==> config.mk <==
export PLATFORM = sky130hd
export DESIGN_NAME = bsm_ctrl
export DESIGN_NICKNAME = d
export VERILOG_FILES = /design/src/rtl/core/bsm_pkg.sv /design/src/rtl/core/bsm_ctrl.sv
export VERILOG_INCLUDE_DIRS = /design/src /design/src/rtl/core
export SDC_FILE = /design/constraint.sdc
export NUM_CORES = 1
export LEC_CHECK = 0
export BUFFER_PORTS_ARGS = -buffer_cell sky130_fd_sc_hd__buf_4
export CAP_MARGIN = 20
export CORE_ASPECT_RATIO = 1.1
export CORE_MARGIN = 2
export CORE_UTILIZATION = 27
export DETAILED_ROUTE_END_ITERATION = 10
export PLACE_DENSITY = 0.59
export SYNTH_ARGS = -nofsm -noshare
export SYNTH_HDL_FRONTEND = slang
export SYNTH_SLANG_ARGS = --single-unit
export TNS_END_PERCENT = 30
==> constraint.sdc <==
create_clock -name i_clk -period 2.1 [get_ports i_clk]
set_input_delay 0.105 -clock i_clk [delete_from_list [all_inputs] [get_ports i_clk]]
set_output_delay 0.105 -clock i_clk [all_outputs]
set_load 0.05 [all_outputs]
==> src/rtl/core/bank_switch_mapper_with_rtc_unit_assert.svh <==
// Assertion macros shared by the bank switch mapper RTL.
`ifndef BANK_SWITCH_MAPPER_WITH_RTC_UNIT_ASSERT_SVH
`define BANK_SWITCH_MAPPER_WITH_RTC_UNIT_ASSERT_SVH

// prop must hold at every clock edge outside reset
`define BSM_ASSERT(label, prop) \
    label: assert property (@(posedge i_clk) disable iff (!i_rst_n) prop) \
        else $error("bsm assertion failed");

// when cond holds, expr must hold at the next clock edge
`define BSM_ASSERT_NEXT(label, cond, expr) \
    label: assert property (@(posedge i_clk) disable iff (!i_rst_n) (cond) |=> (expr)) \
        else $error("bsm assertion failed");

`endif

==> src/rtl/core/bsm_pkg.sv <==
// Package: constants, codes and types of the bank switch mapper.
`timescale 1ns / 1ps
package bsm_pkg;

    localparam int MAX_ROM_BANKS     = 128;
    localparam int RAM_BANKS_DEFAULT = 4;
    localparam int BANK_OFF_W        = 13;
    localparam int RAM_ADDR_W_MAX    = 15;
    localparam int ROM_OFF_W         = 21;

    localparam int CFG_IDX_W = 1;
    localparam logic [CFG_IDX_W-1:0] CFG_ROM_BANK_COUNT = 1'b0;
    localparam logic [CFG_IDX_W-1:0] CFG_RAM_BANK_COUNT = 1'b1;

    localparam logic [7:0] ROM_BANK_COUNT_RST = 8'd128;
    localparam logic [2:0] RAM_BANK_COUNT_RST = 3'd4;

    // address regions, address[15:13]
    localparam logic [2:0] REG_RAM_EN  = 3'b000;
    localparam logic [2:0] REG_ROM_BNK = 3'b001;
    localparam logic [2:0] REG_RAM_SEL = 3'b010;
    localparam logic [2:0] REG_LATCH   = 3'b011;
    localparam logic [2:0] REG_EXT_RAM = 3'b101;

    // ram_select codes for the clock registers
    localparam logic [7:0] SEL_RTC_SEC = 8'h08;
    localparam logic [7:0] SEL_RTC_MIN = 8'h09;
    localparam logic [7:0] SEL_RTC_HRS = 8'h0A;
    localparam logic [7:0] SEL_RTC_DL  = 8'h0B;
    localparam logic [7:0] SEL_RTC_DH  = 8'h0C;

    localparam logic [7:0] MASK_SEC = 8'h3F;
    localparam logic [7:0] MASK_MIN = 8'h3F;
    localparam logic [7:0] MASK_HRS = 8'h1F;
    localparam logic [7:0] MASK_DH  = 8'hC1;
    localparam logic [3:0] RAM_EN_KEY = 4'hA;
    localparam logic [6:0] ROM_BANK_MASK = 7'h7F;

    localparam logic [7:0] BYTE_UNMAPPED = 8'hFF;
    localparam logic [7:0] LATCH_ARM     = 8'h00;
    localparam logic [7:0] LATCH_FIRE    = 8'h01;
    localparam logic [7:0] LATCH_IDLE    = 8'hFF;

    localparam logic OP_READ  = 1'b0;
    localparam logic OP_WRITE = 1'b1;

    typedef struct packed {
        logic        op;
        logic [15:0] address;
        logic [7:0]  write_data;
        logic [5:0]  now_seconds;
        logic [5:0]  now_minutes;
        logic [4:0]  now_hours;
        logic [8:0]  now_day;
    } t_item;

    typedef struct packed {
        logic                      we;
        logic                      re;
        logic [RAM_ADDR_W_MAX-1:0] addr;
        logic [7:0]                wdata;
    } t_ram_req;

    typedef struct packed {
        logic                 use_ram;
        logic [7:0]           rd;
        logic                 fetch;
        logic [ROM_OFF_W-1:0] offset;
    } t_result;

endpackage

==> src/rtl/core/bsm_ctrl.sv <==
// Mapper control: bank registers, clock registers, latch and access decode.
`timescale 1ns / 1ps
module bsm_ctrl #(
    parameter int RAM_BANKS = bsm_pkg::RAM_BANKS_DEFAULT
) (
    input  logic                          i_clk,
    input  logic                          i_rst_n,
    input  logic                          i_accept,
    input  bsm_pkg::t_item                i_item,
    input  logic                          i_cfg_we,
    input  logic [bsm_pkg::CFG_IDX_W-1:0] i_cfg_addr,
    input  logic [7:0]                    i_cfg_wdata,
    output bsm_pkg::t_ram_req             o_ram_req,
    output bsm_pkg::t_result              o_result
);

    `include "bank_switch_mapper_with_rtc_unit_assert.svh"

    logic [7:0] r_rom_bank_count;
    logic [2:0] r_ram_bank_count;
    logic       r_ram_enable, n_ram_enable;
    logic [6:0] r_rom_bank, n_rom_bank;
    logic [7:0] r_ram_select, n_ram_select;
    logic [7:0] r_last_latch, n_last_latch;
    logic [7:0] r_live [0:4];
    logic [7:0] n_live [0:4];
    logic [7:0] r_latched [0:4];
    logic [7:0] n_latched [0:4];

    logic       w_ram_bank_ok;
    logic       w_rtc_sel;
    logic       w_rom_ok;
    logic       w_latch_fire;
    logic [2:0] w_region;

    always_comb begin
        w_region      = i_item.address[15:13];
        w_ram_bank_ok = (r_ram_select[7:2] == 6'd0)
                     && ({1'b0, r_ram_select[1:0]} < r_ram_bank_count)
                     && (int'(r_ram_select[1:0]) < RAM_BANKS);
        w_rtc_sel     = (r_ram_select >= bsm_pkg::SEL_RTC_SEC)
                     && (r_ram_select <= bsm_pkg::SEL_RTC_DH);
        w_rom_ok      = ({1'b0, r_rom_bank} < r_rom_bank_count)
                     && (int'(r_rom_bank) < bsm_pkg::MAX_ROM_BANKS);
        w_latch_fire  = (r_last_latch == bsm_pkg::LATCH_ARM)
                     && (i_item.write_data == bsm_pkg::LATCH_FIRE);

        n_ram_enable = r_ram_enable;
        n_rom_bank   = r_rom_bank;
        n_ram_select = r_ram_select;
        n_last_latch = r_last_latch;
        n_live       = r_live;
        n_latched    = r_latched;

        o_ram_req.we    = 1'b0;
        o_ram_req.re    = 1'b0;
        o_ram_req.addr  = {r_ram_select[1:0], i_item.address[bsm_pkg::BANK_OFF_W-1:0]};
        o_ram_req.wdata = i_item.write_data;

        o_result.use_ram = 1'b0;
        o_result.rd      = bsm_pkg::BYTE_UNMAPPED;
        o_result.fetch   = 1'b0;
        o_result.offset  = '0;

        if (i_item.op == bsm_pkg::OP_WRITE) begin
            case (w_region)
                bsm_pkg::REG_RAM_EN: begin
                    n_ram_enable = (i_item.write_data[3:0] == bsm_pkg::RAM_EN_KEY);
                end
                bsm_pkg::REG_ROM_BNK: begin
                    n_rom_bank = i_item.write_data[6:0] & bsm_pkg::ROM_BANK_MASK;
                    if (n_rom_bank == 7'd0) begin
                        n_rom_bank = 7'd1;
                    end
                end
                bsm_pkg::REG_RAM_SEL: begin
                    n_ram_select = i_item.write_data;
                end
                bsm_pkg::REG_LATCH: begin
                    if (w_latch_fire) begin
                        n_live[0] = {2'd0, i_item.now_seconds};
                        n_live[1] = {2'd0, i_item.now_minutes};
                        n_live[2] = {3'd0, i_item.now_hours};
                        n_live[3] = i_item.now_day[7:0];
                        n_live[4] = {7'd0, i_item.now_day[8]};
                        n_latched = n_live;
                    end
                    n_last_latch = i_item.write_data;
                end
                bsm_pkg::REG_EXT_RAM: begin
                    if (r_ram_enable) begin
                        if (w_ram_bank_ok) begin
                            o_ram_req.we = i_accept;
                        end
                        case (r_ram_select)
                            bsm_pkg::SEL_RTC_SEC: n_live[0] = i_item.write_data & bsm_pkg::MASK_SEC;
                            bsm_pkg::SEL_RTC_MIN: n_live[1] = i_item.write_data & bsm_pkg::MASK_MIN;
                            bsm_pkg::SEL_RTC_HRS: n_live[2] = i_item.write_data & bsm_pkg::MASK_HRS;
                            bsm_pkg::SEL_RTC_DL:  n_live[3] = i_item.write_data;
                            bsm_pkg::SEL_RTC_DH:  n_live[4] = i_item.write_data & bsm_pkg::MASK_DH;
                            default: ;
                        endcase
                    end
                end
                default: ;
            endcase
        end else begin
            if (i_item.address[15:14] == 2'b00) begin
                o_result.fetch  = 1'b1;
                o_result.offset = {7'd0, i_item.address[13:0]};
            end else if (i_item.address[15:14] == 2'b01) begin
                if (w_rom_ok) begin
                    o_result.fetch  = 1'b1;
                    o_result.offset = {r_rom_bank, i_item.address[13:0]};
                end
            end else if ((w_region == bsm_pkg::REG_EXT_RAM) && r_ram_enable) begin
                if (w_ram_bank_ok) begin
                    o_ram_req.re     = i_accept;
                    o_result.use_ram = 1'b1;
                end else if (w_rtc_sel) begin
                    o_result.rd = r_latched[r_ram_select[2:0]];
                end
            end
        end
    end

    always_ff @(posedge i_clk) begin
        if (!i_rst_n) begin
            r_rom_bank_count <= bsm_pkg::ROM_BANK_COUNT_RST;
            r_ram_bank_count <= bsm_pkg::RAM_BANK_COUNT_RST;
            r_ram_enable     <= 1'b0;
            r_rom_bank       <= 7'd1;
            r_ram_select     <= 8'd0;
            r_last_latch     <= bsm_pkg::LATCH_IDLE;
            for (int i = 0; i < 5; i++) begin
                r_live[i]    <= 8'd0;
                r_latched[i] <= 8'd0;
            end
        end else begin
            if (i_cfg_we) begin
                case (i_cfg_addr)
                    bsm_pkg::CFG_ROM_BANK_COUNT: r_rom_bank_count <= i_cfg_wdata;
                    bsm_pkg::CFG_RAM_BANK_COUNT: r_ram_bank_count <= i_cfg_wdata[2:0];
                    default: ;
                endcase
            end
            if (i_accept) begin
                r_ram_enable <= n_ram_enable;
                r_rom_bank   <= n_rom_bank;
                r_ram_select <= n_ram_select;
                r_last_latch <= n_last_latch;
                r_live       <= n_live;
                r_latched    <= n_latched;
            end
        end
    end

    `BSM_ASSERT_NEXT(a_latch_copies, i_accept && (i_item.op == bsm_pkg::OP_WRITE) && (w_region == bsm_pkg::REG_LATCH) && w_latch_fire, r_latched[4] == r_live[4])
    `BSM_ASSERT(a_ram_req_excl, !(o_ram_req.we && o_ram_req.re))

endmodule
; ---- Word-level counts from Yosys, hierarchy flattened
; Cells that the tools add are included.
[word_totals]
in_bits = 64
out_inout_bits = 56
ff_bits = 61
word_cells = 63
[classes]
eq_ne = 7
n_reduce_logical = 16
bitwise_logic = 2
n_mux = 22
order_cmp = 5
[op_table]
columns = operator, n
row1 = $mux W22, 3
row2 = $mux W8, 4
row3 = $mux W31, 1
row4 = $mux W9, 3
row5 = $bmux W8 S3, 1
row6 = $reduce_and A3 Y1, 4
row7 = $mux W1, 9
row8 = $eq A8 B1 Y1 const B, 1
row9 = $ge A8 B4 Y1 const B, 1
row10 = $le A8 B4 Y1 const B, 1
row11 = $logic_not A8 Y1, 1
row12 = $lt A7 B8 Y1, 1
row13 = $logic_not A7 Y1, 1
row14 = $mux W7, 1
row15 = $eq A3 B2 Y1 const B, 2
row16 = $logic_not A6 Y1, 1
row17 = $eq A4 B4 Y1 const B, 1
row18 = $ge A4 B4 Y1 const B, 1
row19 = $logic_and A1 B1 Y1, 4
row20 = $not A3 Y4, 1
row21 = $reduce_and A2 Y1, 2
row22 = $reduce_and A4 Y1, 1
row23 = $eq A3 B1 Y1 const B, 1
row24 = $eq A3 B3 Y1 const B, 1
row25 = 5 further kinds, 5

; ---- Longest topological paths before layout
; Gate-level depths: netlist (run 1).
[depth]
ltp_word = 10
mapped_depth = 7
mapped_depth_nobuf = 6

; ---- Least setup slack after synthesis (run 1)
; OpenSTA, ideal clock, no wires.
[synth_path]
kind = register to output
start = register r_rom_bank_count[2]
end = output o_result[21] in the netlist's numbering
stages_incl_launch_ff = 7
required_ns = 1.995
setup_slack_ns = -0.330
path_buffers = 0
arrival_ns = 2.325
cell_sequence = dfxtp_1 > inv_1 > ha_1 > a211o_1 > a31oi_1 > o32ai_2 > nor3_1
[synth_lines]
columns = element, line_no
row1 = start: declaration, bsm_ctrl.sv:19  ; logic [7:0] r_rom_bank_count;
row2 = start signal: assignment, bsm_ctrl.sv:129  ; r_rom_bank_count <= bsm_pkg::ROM_BANK_COUNT_RST;
row3 = start signal: assignment, bsm_ctrl.sv:142  ; bsm_pkg::CFG_ROM_BANK_COUNT: r_rom_bank_count <= i_cfg_wdata;
row4 = end: declaration, bsm_ctrl.sv:14  ; output bsm_pkg::t_result o_result

==> results.json, run 1 <==
{
  "status": "complete, but fails checks",
  "violations": "setup timing",
  "start_util_pct": 27.6,
  "dp_hpwl_mm": 6.64,
  "slew_headroom_pct": 45.7,
  "finalCritPeriodShare_pct": 103,
  "synthSimpleGateAreaFrac_pct": 25.6,
  "grt_pass1_wl_mm": 14.0,
  "cts_tree": "yes",
  "synthArstFlopShare_pct": 0,
  "clock.fmax_mhz": 462,
  "path_max_fanout": 8,
  "antenna_found_initial": 0,
  "drt_iter0_markers": 78,
  "dr.pass1.iters": 4,
  "required_ns": 2.00,
  "grt_setup_unrepaired": "true",
  "crit_type": "reg -> out",
  "die_w_microns": 109,
  "report.final.slew_viol_count": 0,
  "finalWirelength_mm": 9.23,
  "worst-r2r-setup-slack_ns": 0.32,
  "cp-end-kind": "primary output",
  "row_count": 42,
  "root_buffer": "clkbuf_16",
  "cp.arrival_ns": 2.06,
  "core-area_sq_um": 12000,
  "min_path_cells": 3,
  "wl_per_cell_microns": 14.1,
  "setup_viol": 22,
  "worst-slew-pin-transition_ns": 0.815,
  "num_io_pins": 120,
  "yosysSeqAreaShare_pct": 37.0,
  "syn_area_per_cell_sq_um": 8.38,
  "first_global_vias": 2852,
  "ys_warn_count": 0,
  "p_leak_nw": 1.95,
  "critPathLaunch": "r_rom_bank_count[2]",
  "min_path_type": "in -> reg",
  "cts_buffers": 9,
  "grt_start_max_net_pins": 88,
  "synth_ff_type": "dfxtp_1",
  "num_antenna_cells": 0,
  "power_density_nw_per_um2": 653,
  "drive_above_1_share_pct": 40.7,
  "fin_skew_ns": 0.00524,
  "synth_nets": 465,
  "final.fill_count": 1215,
  "synthMuxAreaShare_pct": 16.5,
  "synth-seq-cells": 61,
  "cts_max_level": 3,
  "final_cells": 653,
  "clockBufferDepth": 2,
  "start_kind": "register",
  "min_from": "i_cfg_wdata[2]",
  "via_per_inst": 4.57,
  "grt_remaining_overflow": 0,
  "synth_top_family_by_area": "simple AND/OR/NAND/NOR gates",
  "placed_cells": 632,
  "synthAdderAreaFrac_pct": 2.65,
  "drtAntennaViolNets": 0,
  "synthXorXnorAreaFrac_pct": 0,
  "ys_types": 43,
  "reg2reg_from": "r_last_latch[1]",
  "die_area_sq_um": 13100,
  "r2r-end": "r_latched[35]",
  "synth_edf_count": 0,
  "gp_congestion": 0.825,
  "hold_viol": 0,
  "vdd_drop_max_mv": 0.437,
  "dp_slack_ns": -0.125,
  "whs_endpoint": "r_ram_bank_count[2]",
  "syn_inst": 394,
  "setup_slack_ns": -0.0630,
  "vias": 2985,
  "track_usage_pct": 14.1,
  "netlist_area_sq_um": 3300,
  "reg2regPathDepth": 5,
  "finalCriticalPeriod_ns": 2.16,
  "cts_sinks": 61,
  "port_buffers": 119,
  "path_clk_slew_ns": 0.05,
  "synthToLayoutAreaGrowth_pct": 46.8,
  "drc": 0,
  "synth-compound-area-share_pct": 7.43,
  "nets": 565,
  "fp.dieH_microns": 120,
  "drv_cap": 0,
  "insertion_delay_ns": 0.32
}
-- metal layers --
metal  routed length, microns  track usage [%]
met4                      165             4.98
met1                     3850             16.1
met3                      601             3.97
met2                     4620             24.6
met5                        0                0
-- sequential cells by signal, indices dropped and copies added, names as in the netlist --
register          count
r_latched            26
r_rom_bank_count      8
r_last_latch          8
r_ram_enable          1
r_rom_bank            7
r_ram_select          8
r_ram_bank_count      3
-- final cells by class --
type,instances,area [sq um],share of cell area [%]
clock buffers,10,239,4.93
inverters,14,52.6,1.08
flip-flops and latches,61,1230,25.4
well taps,154,193,3.97
repair buffers,135,1170,24.1
clock inverters,6,62.6,1.29
multi-input cells,273,1900,39.3
-- worst max-delay path, cell delays in order (launching register included) --
cell and delay, ns:
dfxtp_2 0.33, inv_2 0.05, ha_4 0.23, a211o_1 0.29, a31oi_4 0.23, o32ai_4 0.14
buf_12 0.18, nor2_2 0.12, buf_6 0.16
-- worst max-delay path by stage --
stage | to | cells past startpoint | slack, ns
floorplan | o_result[10] | 7 | -0.13
global placement | o_result[12] | 7 | -0.06
detailed placement | o_result[12] | 7 | -0.12
CTS | o_result[21] | 8 | -0.05
global route | o_result[8] | 8 | -0.13
finish | o_result[1] | 8 | -0.06
-- metrics by stage --
| stage | utilization (%) | hold WS, ns | area, sq um | power [mW] | TNS (ns) |
|---|---|---|---|---|---|
| 4_1_cts | 39.7 | 0.0171 | 4760 | 3.20 | -0.607 |
| 3_5_place_dp | 35.0 | 0.338 | 4190 | 1.66 | -1.62 |
| 2_1_floorplan | - | 0.229 | 3310 | 1.49 | -1.29 |
| 5_1_grt | 40.5 | 0.0327 | 4850 | 3.31 | -2.14 |
| 3_3_place_gp | 35.0 | 0.337 | 4190 | 1.66 | -0.616 |
| 6_report | 40.5 | 0.0268 | 4850 | 3.17 | -0.779 |
-- power by group --
| group | switching [mW] | internal (mW) | total (mW) |
|---|---|---|---|
| Clock | 0.529 | 0.945 | 1.47 |
| Sequential | 0.0123 | 1.18 | 1.19 |
| Combinational | 0.296 | 0.208 | 0.504 |
-- cell usage after synthesis (6+ instances only) --
library cell	count	area, sq um
and2_1	7	43.8
nand2_1	102	383
ha_1	7	87.6
a21boi_0	9	67.6
clkbuf_1	13	48.8
o21ai_1	6	30.0
o21ai_0	9	45.0
dfxtp_1	61	1220
nor2_1	21	78.8
inv_1	13	48.8
nor2b_1	16	100
nand3_1	14	70.1
buf_4	23	173
mux2i_1	42	420
-- cell families after synthesis --
family / count (synthesis)
mux: 48
simple gates: 182
flops: 61
fa+ha+maj: 7
compound gates: 36
buf+inv: 60
-- what timing repair did --
item	in CTS	in global routing
hold buffers	1	0
endpoints found under the setup margin	22	32
resized for setup	52	27
endpoints found under the hold margin	1	0
buffers inserted	2	1
gates cloned	1	0
pin swaps	7	4
-- layout by cell type (no fill, tap or decap), types with 6 or more instances in the layout --
cell type and count:
nor2b_1 16, nor2_1 7, inv_1 9, nand2_1 102
and2_4 7, mux2i_1 42, a21boi_0 9, clkbuf_16 9
dfxtp_1 53, dfxtp_2 8, buf_6 16, buf_4 109
buf_8 6, nor2_2 9, nand3_1 14, o21ai_0 9
Note: power is estimated with default switching activity, not from simulation.
==> inputs of run 2 (changes only) <==
- PLACE_DENSITY: 0.59 -> 0.53
==> run 2 against run 1 <==
  * The flow still finishes with violations (setup timing)
  * Critical endpoint is now o_result[21]
  * Clock skew grew 0.0015 ns
  * Via count rose by 0.30%
  * Fmax down 1.5%
  * Largest power group unchanged
  * Sequential power barely moved
  * Power fell by 1.2%
  * Critical path type unchanged
  * First-iteration DRC count is 5.1% higher
  * Design area is 0.62% lower
  * Wire length increased by 0.62%
  * Final cell count is 0.46% lower
  * Global-route usage decreased by 0.46 points
  * Non-clock buffer count is 3 lower
  * Largest cell class unchanged
  * Setup slack lost 0.032 ns
==> results.json, run 2 (synthesis gave the netlist of run 1 again) <==
{
  "start_kind": "register",
  "setup_slack_ns": -0.0951,
  "grt_start_max_net_pins": 88,
  "die_w_microns": 109,
  "wl_per_cell_microns": 14.3,
  "fp.dieH_microns": 120,
  "clock.fmax_mhz": 456,
  "root_buffer": "clkbuf_16",
  "grt_remaining_overflow": 0,
  "holdWs_ns": 0.0201,
  "vias": 2994,
  "insertion_delay_ns": 0.32,
  "nets": 562,
  "finalCritPeriodShare_pct": 105,
  "hold_buffers": 0,
  "drtAntennaViolNets": 0,
  "slowest_delay_ns": 0.32,
  "required_ns": 2.00,
  "placed_cells": 629,
  "via_per_inst": 4.61,
  "antenna_found_initial": 0,
  "track_usage_pct": 13.6,
  "cts_max_level": 3,
  "vdd_drop_max_mv": 0.422,
  "worst-r2r-setup-slack_ns": 0.28,
  "first_global_vias": 2864,
  "die_area_sq_um": 13100,
  "tns_ns": -1.24,
  "final_common_cell": "buf_4",
  "path_clk_slew_ns": 0.05,
  "postLayoutCoreUtil_pct": 40.2,
  "cp_slowest_cell": "dfxtp_2",
  "row_count": 42,
  "cp-end-kind": "primary output",
  "final.fill_count": 1226,
  "hold_viol": 0,
  "seqCellArea_sq_um": 1230,
  "port_buffers": 119,
  "design_area_sq_um": 4820,
  "cts_buffers": 9,
  "dr.pass1.iters": 5,
  "synthToLayoutAreaGrowth_pct": 45.9,
  "top_register": "r_latched",
  "largest_reg_flops": 26,
  "cts_tree": "yes",
  "crit_type": "reg -> out",
  "slew_headroom_pct": 47.8,
  "min_path_type": "in -> reg",
  "cpLargestDelayFamily": "compound AO/OA/AOI/OAI gates",
  "finalCriticalPeriod_ns": 2.20,
  "worst-slew-pin-transition_ns": 0.783,
  "multi_input_area_sq_um": 1920,
  "grt_setup_unrepaired": "true",
  "fin_skew_ns": 0.00671,
  "final_cells": 650,
  "violations": "setup timing",
  "clockBufferDepth": 2,
  "setup_viol": 22,
  "cp.buffers_inverters": 3,
  "report.final.slew_viol_count": 0,
  "num_io_pins": 120,
  "gp_congestion": 0.786,
  "drt_iter0_markers": 82,
  "path_max_fanout": 7,
  "grt_pass1_wl_mm": 13.8,
  "dp_hpwl_mm": 6.47,
  "crit_path_cell_trace": "inv_1 -> ha_4 -> a211o_1 -> a31oi_4 -> o32ai_4 -> clkbuf_16 -> nor3_2 -> buf_6",
  "finalWirelength_mm": 9.29,
  "drv_cap": 0,
  "postPlaceCellArea_sq_um": 4170,
  "core-area_sq_um": 12000,
  "dp_slack_ns": -0.154,
  "drive_above_1_share_pct": 39.7,
  "final_cell_mix": "buf_4 (107), nand2_1 (102), dfxtp_1 (56), mux2i_1 (42), buf_6 (18)",
  "p_leak_nw": 1.93,
  "cp.arrival_ns": 2.09,
  "drc": 0,
  "cts_sinks": 61,
  "num_antenna_cells": 0,
  "p_total_mw": 3.13,
  "status": "complete, but fails checks",
  "start_util_pct": 27.6,
  "power_density_nw_per_um2": 649
}
-- run 2: changes by cell type in the layout (fill, tap and decap cells not counted), sizes merged --
cell         change
clkinvlp         -1
clkbuf           +1
dlygate4sd3      -1
buf              -3
clkinv           +1
-- run 2: layer usage --
metal / up-vias / share of wire [%] / GRT usage (%)
met1: 1385 / 42 / 16.1
met5: - / 0 / 0
met4: 0 / 1.3 / 5.38
met2: 113 / 50 / 23.0
li1: 1486 / - / -
met3: 10 / 6.8 / 3.64
-- run 2: layout make-up --
cell class | count | share of cell area [%]
tap | 154 | 4.00
clock inverter | 6 | 1.32
clock buffer | 10 | 4.75
inverter | 14 | 1.09
timing repair buffer | 132 | 23.5
multi-input combinational | 273 | 39.9
sequential | 61 | 25.5
-- run 2: timing repair --
| item | 4_1_cts | 5_1_grt |
|---|---|---|
| pin swaps | 2 | 8 |
| endpoints found under the setup margin | 27 | 31 |
| buffers inserted | 1 | 3 |
| resized for setup | 23 | 49 |
| gates cloned | 0 | 1 |
-- run 2: tightest hold or removal path: cells and delay by family --
family                 cells  cell delay (ns)
buffers and inverters      1             0.08
and+or+nand+nor            1             0.04
AOI/OAI and AO/OA          1             0.07
-- run 2: where the power goes --
part | switching, mW | internal (mW) | total, mW
logic | 0.296 | 0.206 | 0.502
registers | 0.0135 | 1.18 | 1.19
clock network | 0.522 | 0.915 | 1.44
-- run 2: path summary, 6_finish.rpt --
| kind | depth (start not counted) | startpoint | end |
|---|---|---|---|
| max reg2reg | 5 | r_last_latch[5] | r_latched[11] |
| min reg2reg | 2 | r_latched[18] | r_latched[18] |
| max | 8 | r_rom_bank_count[2] | o_result[21] |
| min | 3 | i_cfg_wdata[7] | r_rom_bank_count[7] |
